**src/rtl/spq_pkg.sv**
```systemverilog
// Package for the sorted priority queue: sizes, status codes and request/response types.
// No dependencies; every rtl file references it by scoped names.
`default_nettype none
package spq_pkg;
    localparam int DEPTH   = 16;
    localparam int CNT_W   = $clog2(DEPTH + 1);
    localparam int CNT_XW  = (CNT_W > 5) ? CNT_W : 5;
    localparam int FILL_W  = 5;
    localparam int ID_W    = 16;
    localparam int PRIO_W  = 8;
    localparam int STAT_W  = 2;

    typedef enum logic [STAT_W-1:0] {
        ST_OK    = 2'd0,
        ST_EMPTY = 2'd1,
        ST_FULL  = 2'd2
    } t_status;

    localparam logic FUNC_ENQ = 1'b0;
    localparam logic FUNC_DEQ = 1'b1;

    typedef struct packed {
        logic              func;
        logic [ID_W-1:0]   item_id;
        logic [PRIO_W-1:0] prio;
    } t_req;

    typedef struct packed {
        logic [STAT_W-1:0] status;
        logic [ID_W-1:0]   out_id;
        logic [FILL_W-1:0] fill;
    } t_rsp;

    typedef struct packed {
        logic [ID_W-1:0]   id;
        logic [PRIO_W-1:0] prio;
    } t_entry;

    // Per-cycle command broadcast to every cell.
    typedef struct packed {
        logic ins;
        logic del;
    } t_ctl;
endpackage
`default_nettype wire

```
**src/rtl/sorted_priority_queue_core.sv**
```systemverilog
// Sorted priority queue: a row of DEPTH compare-and-shift cells with a fill count.
// Response valid is registered and rises in the cycle after request accept; one request per cycle when not stalled.
// Throughput is set by the output register: a request is taken whenever the
// response register is empty or being drained in the same cycle.
// Reset (synchronous, active low) clears the fill count and response valid;
// cell contents are left as they are and read only below the fill count.
`default_nettype none
module sorted_priority_queue_core (
    input  wire logic          i_clk,
    input  wire logic          i_rst_n,
    input  wire logic          i_req_valid,
    output logic               o_req_ready,
    input  wire spq_pkg::t_req  i_req,
    output logic               o_rsp_valid,
    input  wire logic          i_rsp_ready,
    output spq_pkg::t_rsp      o_rsp
);
    localparam int D = spq_pkg::DEPTH;

    logic [spq_pkg::CNT_W-1:0] r_count;
    logic [spq_pkg::CNT_W-1:0] n_count;
    logic                      r_rsp_valid;
    spq_pkg::t_rsp             r_rsp;
    spq_pkg::t_rsp             n_rsp;

    logic            req_fire;
    logic            is_full;
    logic            is_empty;
    spq_pkg::t_ctl   ctl;
    spq_pkg::t_entry new_entry;
    spq_pkg::t_entry cell_q  [D];
    logic            cell_go [D];
    logic            cell_vld[D];
    logic [spq_pkg::CNT_XW-1:0] fill_x;

    // Take a request when the response slot is free or draining now.
    assign o_req_ready = !r_rsp_valid || i_rsp_ready;
    assign req_fire    = i_req_valid && o_req_ready;
    assign is_full     = (r_count == spq_pkg::CNT_W'(D));
    assign is_empty    = (r_count == '0);

    assign new_entry.id   = i_req.item_id;
    assign new_entry.prio = i_req.prio;

    // Broadcast the shift command; dropped requests leave the chain untouched.
    assign ctl.ins = req_fire && (i_req.func == spq_pkg::FUNC_ENQ) && !is_full;
    assign ctl.del = req_fire && (i_req.func == spq_pkg::FUNC_DEQ) && !is_empty;

    genvar g;
    generate
        for (g = 0; g < D; g++) begin : g_cell
            spq_pkg::t_entry left_e;
            spq_pkg::t_entry right_e;
            logic            left_go;

            assign cell_vld[g] = (spq_pkg::CNT_W'(g) < r_count);

            if (g == 0) begin : g_head
                assign left_e  = new_entry;
                assign left_go = 1'b0;
            end else begin : g_mid
                assign left_e  = cell_q[g-1];
                assign left_go = cell_go[g-1];
            end

            if (g == D - 1) begin : g_tail
                assign right_e = new_entry;
            end else begin : g_body
                assign right_e = cell_q[g+1];
            end

            spq_cell u_cell (
                .i_clk     (i_clk),
                .i_ctl     (ctl),
                .i_valid   (cell_vld[g]),
                .i_new     (new_entry),
                .i_left    (left_e),
                .i_left_go (left_go),
                .i_right   (right_e),
                .o_entry   (cell_q[g]),
                .o_go      (cell_go[g])
            );
        end
    endgenerate

    // Next count and response for the request at hand.
    always_comb begin
        n_count       = r_count;
        n_rsp         = r_rsp;
        n_rsp.status  = spq_pkg::ST_OK;
        n_rsp.out_id  = '0;
        if (i_req.func == spq_pkg::FUNC_ENQ) begin
            if (is_full) begin
                n_rsp.status = spq_pkg::ST_FULL;
            end else begin
                n_count = r_count + 1'b1;
            end
        end else begin
            if (is_empty) begin
                n_rsp.status = spq_pkg::ST_EMPTY;
            end else begin
                n_count      = r_count - 1'b1;
                n_rsp.out_id = cell_q[0].id;
            end
        end
        fill_x     = '0;
        fill_x[spq_pkg::CNT_W-1:0] = n_count;
        n_rsp.fill = fill_x[spq_pkg::FILL_W-1:0];
    end

    always_ff @(posedge i_clk) begin
        if (!i_rst_n) begin
            r_count     <= '0;
            r_rsp_valid <= 1'b0;
        end else begin
            if (req_fire) begin
                r_count     <= n_count;
                r_rsp_valid <= 1'b1;
            end else if (i_rsp_ready) begin
                r_rsp_valid <= 1'b0;
            end
        end
        // Hold the response payload until a new request replaces it.
        if (req_fire) begin
            r_rsp <= n_rsp;
        end
    end

    assign o_rsp_valid = r_rsp_valid;
    assign o_rsp       = r_rsp;

    // Count never exceeds the number of cells.
    a_count_bound: assert property (@(posedge i_clk) disable iff (!i_rst_n)
        r_count <= spq_pkg::CNT_W'(D))
        else $error("fill count above depth");

    // An accepted insert with room grows the count by one.
    a_ins_grow: assert property (@(posedge i_clk) disable iff (!i_rst_n)
        ctl.ins |=> (r_count == $past(r_count) + 1'b1))
        else $error("insert did not grow count");

    // An empty-status response reports no id while the fill count is zero.
    a_empty_rsp: assert property (@(posedge i_clk) disable iff (!i_rst_n)
        (r_rsp_valid && r_rsp.status == spq_pkg::ST_EMPTY) |->
            (r_rsp.out_id == '0 && r_count == '0))
        else $error("empty response inconsistent");

    // Insert and delete are never commanded together.
    a_ctl_excl: assert property (@(posedge i_clk) disable iff (!i_rst_n)
        !(ctl.ins && ctl.del))
        else $error("insert and delete at once");
endmodule
`default_nettype wire

```
**src/rtl/spq_cell.sv**
```systemverilog
// One storage cell of the sorted chain: holds one entry, shifts with its neighbors.
// Depends on spq_pkg.
`default_nettype none
module spq_cell (
    input  wire logic           i_clk,
    input  wire spq_pkg::t_ctl   i_ctl,
    input  wire logic           i_valid,
    input  wire spq_pkg::t_entry i_new,
    input  wire spq_pkg::t_entry i_left,
    input  wire logic           i_left_go,
    input  wire spq_pkg::t_entry i_right,
    output spq_pkg::t_entry     o_entry,
    output logic                o_go
);
    spq_pkg::t_entry r_entry;
    spq_pkg::t_entry n_entry;

    // Cell gives way when empty or holding a strictly larger priority value.
    assign o_go    = !i_valid || (r_entry.prio > i_new.prio);
    assign o_entry = r_entry;

    always_comb begin
        n_entry = r_entry;
        if (i_ctl.del) begin
            n_entry = i_right;
        end else if (i_ctl.ins && o_go) begin
            n_entry = i_left_go ? i_left : i_new;
        end
    end

    always_ff @(posedge i_clk) begin
        r_entry <= n_entry;
    end
endmodule
`default_nettype wire
```
**config.mk**
```make
export PLATFORM = sky130hd
export DESIGN_NAME = sorted_priority_queue_core
export DESIGN_NICKNAME = d
export VERILOG_FILES = /design/src/rtl/spq_pkg.sv /design/src/rtl/sorted_priority_queue_core.sv /design/src/rtl/spq_cell.sv
export SDC_FILE = /design/constraint.sdc
export NUM_CORES = 1
export LEC_CHECK = 0
export BUFFER_PORTS_ARGS = -buffer_cell sky130_fd_sc_hd__buf_2
export CORE_ASPECT_RATIO = 1.1
export CORE_UTILIZATION = 40
export DETAILED_ROUTE_END_ITERATION = 6
export PLACE_DENSITY_LB_ADDON = 0.1
export SLEW_MARGIN = 20
export SYNTH_ARGS = -nofsm -noshare
export SYNTH_HDL_FRONTEND = slang
export SYNTH_HIERARCHICAL = 1
export SYNTH_SLANG_ARGS = --single-unit
```
**constraint.sdc**
```tcl
create_clock -name i_clk -period 5 [get_ports i_clk]
set_clock_uncertainty 0.15 [all_clocks]
set_input_delay 0 -clock i_clk [delete_from_list [all_inputs] [get_ports i_clk]]
set_output_delay 0 -clock i_clk [all_outputs]
set_load 0.005 [all_outputs]
```
==> results.json <==
{
  "power_density_nw_per_um2": 385,
  "dr.pass1.iters": 5,
  "peakVddDrop_v": 0.000255,
  "synthesis.instances": 2267,
  "multi_input_area_um2": 11000,
  "grt_max_degree": 168,
  "critPathKind": "reg -> reg",
  "first_global_vias": 16700,
  "cts_tree": "done",
  "nFillCells": 5755,
  "ys_warn_count": 6,
  "use_met1_pct": 25.7,
  "cp.required_ns": 5.15,
  "syn_area_per_cell_um2": 10.9,
  "die_y_um": 262,
  "vias": 16400,
  "die_x_um": 239,
  "grt_pass1_wl_um": 92600,
  "power.clock.fraction_pct": 31.3,
  "routed_via_density": 5.19,
  "ant_nets": 0,
  "ys_ff_latch": 413,
  "clk_pin_slew_ns": 0.06,
  "hold_viol": 0,
  "worstMarginPinSlew_ns": 1.06,
  "root_buffer": "clkbuf_16",
  "drive_above_1_share_pct": 8.73,
  "async_reset_ff_share_pct": 0,
  "drtIter0Drc": 945,
  "worstPathArrival_ns": 3.93,
  "rsz0062_at_grt": "no",
  "numCtsBuffers": 47,
  "syn_nets": 2428,
  "area_delta_synth_final_pct": 10.8,
  "timing.fmax_mhz": 264,
  "setup_viol": 0,
  "fin_tns_setup_ns": 0,
  "core_um2": 61000,
  "ys_types": 46,
  "gr-total-overflow": 0,
  "start_kind": "flop",
  "clockBufferDepth": 3,
  "met2_usage_pct": 30.4,
  "start_util_pct": 40.4,
  "endpoint_kind": "flop",
  "seqPwrFrac_pct": 47.3,
  "antenna_found_initial": 1,
  "wl_per_cell_um": 18.3,
  "cts_resized": 0,
  "crit_chain": "inv_1, ha_1, or3b_4, o21a_4, and2_4, buf_4, a21o_1, buf_12",
  "final.period_utilization_pct": 75.6,
  "status": "finished clean",
  "grt.busiest_layer": "met2",
  "crit_slowest_cell": "and2_4",
  "layout_setup_ws_ns": 1.22,
  "insertion_delay_ns": 0.60,
  "drc_errors": 0,
  "totalWireLength_um": 57800,
  "cap_violations": 0,
  "p_comb_share_pct": 21.4,
  "place_congestion": 0.755,
  "layout.nets": 2467,
  "ys_seq_area_share_pct": 50.1,
  "final.min_clock_period_ns": 3.78,
  "cts_sinks": 413,
  "crit_path_max_fanout": 59,
  "ios": 54,
  "mappedNetlistArea_um2": 24600,
  "switching_power_w": 0.00311,
  "register_area_um2": 12300,
  "cpPeakStageDelay_ns": 0.59,
  "intPower_w": 0.00739,
  "grt_use_met3_pct": 2.56,
  "portBuffers": 53,
  "pre_cts_ws_ns": 1.20,
  "die_area_um2": 62600,
  "dp_hpwl_um": 40900,
  "yosys_most_used_dff": "edfxtp_1",
  "antenna_cells": 0,
  "grt_usage_pct": 18.5,
  "cts-htree-levels": 2,
  "relSlewSlack_pct": 29.7,
  "p_leak_nw": 12.2,
  "final_common_cell": "nand2_1",
  "netSwitchingFraction_pct": 29.6,
  "synth-edff-count": 407,
  "final_cell_mix": "nand2_1 (431), edfxtp_1 (407), o21ai_0 (391)",
  "holdWs_ns": 0.0696,
  "rows": 95,
  "final_max_slew_viol_count": 0,
  "hp-class": "in -> reg"
}
worst max-delay path, delay by kind of cell, from the launching register on:
| family | cells | cell delay, ns |
|---|---|---|
| adder cells (fa/ha/maj) | 1 | 0.30 |
| AO/OA/AOI/OAI | 2 | 0.84 |
| flip-flops | 1 | 0.57 |
| AND/OR/NAND/NOR | 2 | 0.87 |
| buffers and inverters | 3 | 0.73 |
logic make-up after synthesis:
logic type      Yosys count  synth area share, %
fa+ha+maj               132                 6.71
buf+inv                 272                 5.15
xor+xnor                  6                0.213
simple gates            536                 9.64
other cells               1               0.0152
mux                     385                 15.7
flops                   413                 50.1
compound gates          522                 12.5
layer usage:
| layer | part of all wire, % | wire (µm) |
|---|---|---|
| met5 | 0 | 0 |
| met4 | 1.7 | 980 |
| met3 | 3.4 | 2000 |
| met2 | 47 | 27100 |
| met1 | 48 | 27700 |
flip-flops by register name, indices dropped and copies added (netlist names):
register and cells:
g_cell.u_cell/o_entry 384, o_rsp 23, r_count 5, o_rsp_valid 1
area by class of cell:
class / count / share of cell area, %
Clock inverter: 18 / 0.546
Tap cell: 824 / 3.78
Timing Repair Buffer: 126 / 3.48
Multi-Input combinational cell: 1582 / 40.4
Sequential cell: 413 / 45.2
Inverter: 136 / 1.87
Clock buffer: 63 / 4.72
power groups by stage:
stage	logic, W	clock network [W]	registers [W]
after global routing	0.00255	0.00350	0.00504
after floorplan	0.00169	0	0.00489
after CTS	0.00227	0.00340	0.00498
final	0.00225	0.00329	0.00497
after detailed placement	0.00224	0	0.00505
after global placement	0.00217	0	0.00503
worst paths after layout:
path / start / endpoint / slack [ns] / cells past startpoint
worst min register to register: g_cell[15].u_cell/o_entry[17] / g_cell[14].u_cell/o_entry[17] / 0.38 / 2
worst min-delay path: i_req[0] / g_cell[1].u_cell/o_entry[0] / 0.07 / 3
worst max register to register: r_count[0] / g_cell[15].u_cell/o_entry[16] / 1.22 / 8
worst max-delay path: r_count[0] / g_cell[15].u_cell/o_entry[16] / 1.22 / 8
metrics by stage:
stage                     power, W  std cells  area (µm²)  utilization [%]
final                       0.0105       3162       27300             44.8
after floorplan            0.00658       2267       24600                -
after global routing        0.0111       3162       27300             44.8
after CTS                   0.0106       3162       27300             44.8
after global placement     0.00720       3051       25600             41.9
after detailed placement   0.00729       3051       25600             41.9
synthesized netlist by cell type (3+ instances only):
library cell / n / area, µm²
o2111ai_1: 16 / 140
inv_1: 135 / 507
dfxtp_1: 6 / 120
a32oi_2: 16 / 260
xnor2_1: 5 / 43.8
nor3_1: 3 / 15.0
buf_4: 35 / 263
a21oi_1: 33 / 165
and4_1: 32 / 280
dlygate4sd1_1: 13 / 114
and2_1: 12 / 75.1
a21o_1: 33 / 248
edfxtp_1: 407 / 12200
ha_1: 132 / 1650
nor2b_1: 16 / 100
buf_2: 35 / 175
o211a_1: 16 / 160
clkbuf_1: 52 / 195
and2_4: 9 / 78.8
nand3_1: 5 / 25.0
mux2i_1: 384 / 3840
nand2_1: 431 / 1620
o21ai_0: 391 / 1960
nor2_1: 7 / 26.3
and2_2: 13 / 97.6
a31oi_1: 3 / 18.8
o21bai_1: 4 / 30.0
what timing repair did:
action,in CTS,in global routing
hold buffers,30,0
buffers inserted,0,0
endpoints found under the hold margin,294,0
(Power assumes the default switching activity.)
